<file path="config.mk">
export PLATFORM = sky130hd
export DESIGN_NAME = dvfb_ctrl
export DESIGN_NICKNAME = d
export VERILOG_FILES = /design/src/design/dvfb_pkg.sv /design/src/design/dvfb_ctrl.sv
export SDC_FILE = /design/constraint.sdc
export NUM_CORES = 1
export LEC_CHECK = 0
export ABC_AREA = 0
export CORE_UTILIZATION = 40
export CTS_CLUSTER_DIAMETER = 50
export CTS_CLUSTER_SIZE = 10
export DETAILED_ROUTE_END_ITERATION = 10
export DONT_BUFFER_PORTS = 1
export PLACE_DENSITY = 0.55
export SLEW_MARGIN = 20
export SYNTH_ARGS = -nofsm -noshare
export SYNTH_HDL_FRONTEND = slang
export SYNTH_SLANG_ARGS = --single-unit
</file>
<file path="constraint.sdc">
create_clock -name clock -period 2.2 [get_ports clock]
set_clock_uncertainty 0.15 [all_clocks]
set_input_delay 0.11 -clock clock [delete_from_list [all_inputs] [get_ports clock]]
set_output_delay 0.11 -clock clock [all_outputs]
set_load 0.02 [all_outputs]
</file>
<file path="src/design/dvfb_pkg.sv">
`default_nettype none
package dvfb_pkg;

   localparam int CountWidth = 17;
   localparam logic [CountWidth-1:0] CountMax = '1;

   typedef enum logic [2:0] {
      CMD_INIT    = 3'd0,
      CMD_SET     = 3'd1,
      CMD_UNSET   = 3'd2,
      CMD_QUERY   = 3'd3,
      CMD_FIND    = 3'd4,
      CMD_SYNC    = 3'd5
   } cmd_type;

   typedef enum logic [1:0] {
      ST_OK           = 2'd0,
      ST_INVALID      = 2'd1,
      ST_NOSPACE      = 2'd2,
      ST_INCONSISTENT = 2'd3
   } status_type;

   // controller to datapath
   typedef struct packed {
      logic load;       // capture request fields
      logic read;       // read both maps at current address
      logic rmw;        // set/unset write-back and counts
      logic sweep;      // sweep one word of init, sync or clear pass
      logic sweep_clr;  // clear sweep address
      logic scan_init;  // start scan position
      logic scan_step;  // evaluate read word, advance scan
      logic finish;     // drive result for one cycle
      logic counts_cmd; // apply init or sync to counts
      logic clear;      // fill both maps with ones after reset
   } ctl_type;

   // datapath to controller
   typedef struct packed {
      logic sweep_last;
      logic scan_done;
   } sts_type;

endpackage
`default_nettype wire

</file>
<file path="src/design/dvfb_ctrl.sv">
`default_nettype none
module dvfb_ctrl (
   input  wire logic              clock,
   input  wire logic              reset,
   input  wire logic              start,
   input  wire logic [2:0]        req_command,
   input  wire dvfb_pkg::sts_type sts,
   output logic                   busy,
   output dvfb_pkg::ctl_type      ctl
);

   typedef enum logic [7:0] {
      S_IDLE  = 8'b00000001,
      S_READ  = 8'b00000010,
      S_RMW   = 8'b00000100,
      S_SWEEP = 8'b00001000,
      S_SREAD = 8'b00010000,
      S_SCAN  = 8'b00100000,
      S_DONE  = 8'b01000000,
      S_CLEAR = 8'b10000000
   } state_type;

   state_type state_ff, state_in;
   logic [2:0] cmd_ff, cmd_in;

   // command register
   always_ff @(posedge clock) begin
      if (reset) cmd_ff <= dvfb_pkg::CMD_INIT;
      else cmd_ff <= cmd_in;
   end

   always_comb begin
      cmd_in = cmd_ff;
      if (state_ff == S_IDLE && start) cmd_in = req_command;
   end

   // state register, reset starts the clearing pass
   always_ff @(posedge clock) begin
      if (reset) state_ff <= S_CLEAR;
      else state_ff <= state_in;
   end

   // next state and commands
   always_comb begin
      state_in = state_ff;
      ctl = '0;
      unique case (state_ff)
         S_IDLE: begin
            if (start) begin
               ctl.load = 1'b1;
               ctl.sweep_clr = 1'b1;
               ctl.scan_init = 1'b1;
               case (req_command)
                  dvfb_pkg::CMD_INIT, dvfb_pkg::CMD_SYNC: state_in = S_SWEEP;
                  dvfb_pkg::CMD_FIND: state_in = S_SREAD;
                  dvfb_pkg::CMD_SET, dvfb_pkg::CMD_UNSET,
                  dvfb_pkg::CMD_QUERY: state_in = S_READ;
                  default: state_in = S_DONE;
               endcase
            end
         end
         S_READ: begin
            ctl.read = 1'b1;
            state_in = S_RMW;
         end
         S_RMW: begin
            ctl.rmw = 1'b1;
            ctl.finish = 1'b1;
            state_in = S_IDLE;
         end
         S_SWEEP: begin
            ctl.sweep = 1'b1;
            if (sts.sweep_last) begin
               ctl.counts_cmd = 1'b1;
               state_in = S_DONE;
            end
         end
         S_SREAD: begin
            ctl.read = 1'b1;
            state_in = S_SCAN;
         end
         S_SCAN: begin
            ctl.scan_step = 1'b1;
            if (sts.scan_done) state_in = S_DONE;
            else state_in = S_SREAD;
         end
         S_DONE: begin
            ctl.finish = 1'b1;
            state_in = S_IDLE;
         end
         S_CLEAR: begin
            ctl.sweep = 1'b1;
            ctl.clear = 1'b1;
            if (sts.sweep_last) state_in = S_IDLE;
         end
         default: state_in = S_IDLE;
      endcase
   end

   assign busy = (state_ff != S_IDLE);

   // a command runs only from idle
   a_load_idle: assert property (@(posedge clock) disable iff (reset)
      ctl.load |-> !busy) else $error("load while busy");
   a_finish_to_idle: assert property (@(posedge clock) disable iff (reset)
      ctl.finish |=> state_ff == S_IDLE) else $error("finish not followed by idle");
   a_scan_after_read: assert property (@(posedge clock) disable iff (reset)
      state_ff == S_SCAN |-> $past(state_ff) == S_SREAD) else $error("scan w/o read");
   a_cmd_stable: assert property (@(posedge clock) disable iff (reset)
      busy && $past(busy) |-> $stable(cmd_ff)) else $error("cmd changed");

endmodule
`default_nettype wire

</file>
; ---- After elaboration in Yosys (flattened, before gate mapping)
; Cells that the tools add are included.
[op_classes]
eq_ne = 17
n_mux = 18
n_reduce_logical = 7
[ops]
columns = operator, n
row1 = 8-bit case mux with 6 select lines, 1
row2 = 8-bit two-way mux, 3
row3 = 7-bit case mux with 3 select lines, 1
row4 = 1-bit two-way mux, 10
row5 = "8-bit by 1-bit equality test with 1-bit output, second input constant", 1
row6 = "8-bit by 2-bit equality test with 1-bit output, second input constant", 1
row7 = "8-bit by 3-bit equality test with 1-bit output, second input constant", 1
row8 = "8-bit by 4-bit equality test with 1-bit output, second input constant", 1
row9 = "8-bit by 5-bit equality test with 1-bit output, second input constant", 1
row10 = "8-bit by 6-bit equality test with 1-bit output, second input constant", 1
row11 = "8-bit by 7-bit equality test with 1-bit output, second input constant", 1
row12 = "8-bit equality test, second input constant", 1
row13 = "8-bit by 1-bit != test with 1-bit output, second input constant", 1
row14 = 2-bit OR reduction, 4
row15 = 7-bit two-way mux, 1
row16 = "3-bit by 2-bit equality test with 1-bit output, second input constant", 2
row17 = "3-bit equality test, second input constant", 2
row18 = "2-bit != test, second input constant", 3
row19 = 2-bit two-way mux, 2
row20 = "3-bit by 1-bit equality test with 1-bit output, second input constant", 1
row21 = 3-bit zero test, 1
row22 = 3-bit AND reduction, 1
row23 = 3-bit OR reduction, 1
[totals]
elab_cells = 43
input_bits = 8
out_inout_bits = 11
register_bits = 8

; ---- Depth between registers and ports, before layout
[depth]
depth_word = 5
depth_mapped = 6
depth_no_buf = 5

; ---- Worst setup path after synthesis
; Ideal clock, no wire load.
[synth_path]
path_kind = register to output
startpoint = register state_ff[1]
endpoint = output port ctl[2] (netlist name)
t_required_ns = 1.940
path_slack_ns = 0.083
t_arrival_ns = 1.857
stages_incl_launch_ff = 6
cell_sequence = dfxtp_1 buf_2 nor2_1 nand2_1 nor4_1 o21bai_1
[synth_rtl]
columns = item, line_no
row1 = "start, declared", dvfb_ctrl.sv:23  ; state_type state_ff, state_in;
row2 = "start signal, assigned", dvfb_ctrl.sv:40  ; else state_ff <= state_in;
row3 = "end, declared", dvfb_ctrl.sv:9  ; output dvfb_pkg::ctl_type ctl

==> reports/results.ini <==
[run_status]
outcome=finished clean

[drt]
drtAntennaViolNets=0
dr.pass1.iters=4
dr.first_iter.drc_count=14
via_per_inst=5.97
routedWlPerCell_um=15.5
via_count=549
drc_errors=0
routed_wl_um=1430

[global_route]
grt_use_total_pct=20.2
grt_pass1_wl_um=2060
antenna_found_initial=0
overflow=0
grt_pass1_vias=445
grt_max_degree=12

[place]
dp_hpwl_um=1030
port_buffers=0
place.gp.congestion=0.762

[power]
p_per_area_nw_per_um2=489
p_leak_nw=0.256
ir_worst_vdd_v=0.000431
total_power_uw=344

[timing]
worst_slew_pin_slew_ns=0.436
fin_crit_ns=2.02
rsz0062_at_grt=false
maxSlewHeadroom_pct=70.9
fmax_ghz=0.496
slew_violations=0
tns_ns=0
setup_viol=0
min_period_over_period_pct=91.7
hold_violations=0

[finish]
nFillCells=132
area_growth_pct=17.6
drive_gt1_share_pct=20.8
n_antenna_cell=0
largest_reg_flops=8
top_register=state_ff
fin_nets=87
fin_util_pct=52.1
top_regs=state_ff x8
final_common_cell=dfxtp_1
layout_common_cells=dfxtp_1 (8), dlygate4sd3_1 (7), nor2_1 (6), nor4b_1 (5)

[critical_path]
cp_data_arrival_time_ns=1.76
startpoint_type=flop
end_kind=output port
crit_required_ns=1.94
critPathKind=flop to output port
cp_max_fo=11

[logic_synthesis]
seq_area_frac_synth_pct=26.8
syn_area_per_cell_sq_um=8.80
ys_top_cells_by_area=dfxtp_1 (27%), nor4b_1 (7.3%), nand4bb_4 (4.6%), nor4_1 (4.2%), nor2_1 (3.8%)
ys_seq_elements=8
syn-num-nets=76
yosysUniqueCellTypes=37
synth_top_area_share_pct=26.8
syn-cell-area_sq_um=598
yosysTopAreaCell=dfxtp_1
ys_warn_count=0
syn_inst=68

[floorplanning]
core_sq_um=1350
pin_count=19
fp.dieW_um=40.7
rows=13
dieHeight_um=40.7
dieArea_sq_um=1650
start_util_pct=44.3

[clocking]
numCtsBuffers=3
clk_latency_ns=0.26
cts_resized=0
clock-sinks=8
cts-htree-levels=1
cts_tree=built
clockRootBuffer=clkbuf_4
clk_path_buf_depth=2
clk_pin_slew_ns=0.06

[flow_run]
maxCapViolations=0

[min_path]
hold_path_class=input pin to flop

==> layout make-up <==
type	instances	area [sq um]	area share, %
clock buffer	3	22.5	3.20
inverter	4	15.0	2.14
multi-input combinational	51	387	55.0
sequential	8	160	22.8
tap	15	18.8	2.67
timing repair buffer	11	100	14.2
==> stage by stage <==
stage	hold slack, ns	cells	instance area (sq um)	worst slack, ns
3_3_place_gp	0.0310	82	611	0.276
6_report	0.0255	92	703	0.184
5_1_grt	0.0424	92	703	0.0845
3_5_place_dp	0.0420	82	611	0.244
4_1_cts	0.0150	92	703	0.184
2_1_floorplan	0.0291	68	598	0.0832
==> worst paths after layout <==
path                        from     endpoint  slack [ns]  cells after the start
setup / recovery     state_ff[4]       ctl[4]        0.18                      5
hold reg to reg      state_ff[3]  state_ff[3]        0.44                      2
hold / removal    req_command[2]  state_ff[3]        0.03                      3
setup reg to reg     state_ff[4]  state_ff[3]        0.24                      5
==> kinds of logic after synthesis <==
| group | count (synthesis) | share of synthesized area, % |
|---|---|---|
| compound gates | 9 | 11.5 |
| buf+inv | 9 | 8.58 |
| flops | 8 | 26.8 |
| xor+xnor | 2 | 2.93 |
| simple gates | 39 | 48.5 |
| mux | 1 | 1.67 |
==> synth_stat cells, drive strengths merged <==
| cell type | n |
|---|---|
| nor4b | 6 |
| nor2b | 1 |
| nor4 | 5 |
| a21oi | 2 |
| nand3b | 1 |
| dfxtp | 8 |
| nand4bb | 1 |
| nor3b | 1 |
| or4b | 1 |
| buf | 5 |
| a22oi | 1 |
| or3 | 2 |
| o21bai | 1 |
| mux2i | 1 |
| inv | 4 |
| nor2 | 7 |
| a21o | 1 |
| nor3 | 4 |
| xor2 | 1 |
| a31oi | 1 |
| nand2 | 5 |
| o21ai | 1 |
| a32oi | 1 |
| or4 | 1 |
| and4b | 1 |
| or3b | 1 |
| a211oi | 1 |
| xnor2 | 1 |
| or2b | 1 |
| and3 | 1 |
==> report_power, final <==
group          total [mW]  switching, mW  internal (mW)
Sequential          0.158        0.00947          0.149
Combinational      0.0714         0.0397         0.0317
Clock               0.114         0.0518         0.0626
==> critical path, stage by stage (launching register included) <==
cell	delay [ns]
dfxtp_1	0.42
or4_4	0.58
nor2_4	0.17
nand2_2	0.08
inv_1	0.05
buf_4	0.20
==> metal layers <==
layer | global-route usage [%] | vias up | part of all wire, %
li1 | - | 275 | -
met1 | 27.1 | 254 | 48
met2 | 29.8 | 16 | 46
met3 | 4.89 | 4 | 4.3
met4 | 10.0 | 0 | 2.0
met5 | 0 | - | 0
==> repair_timing <==
action                    CTS  global route
setup buffers               0             0
hold endpoints to repair    8             0
hold buffers                7             0
No activity file was read; power rests on OpenSTA's default activity.
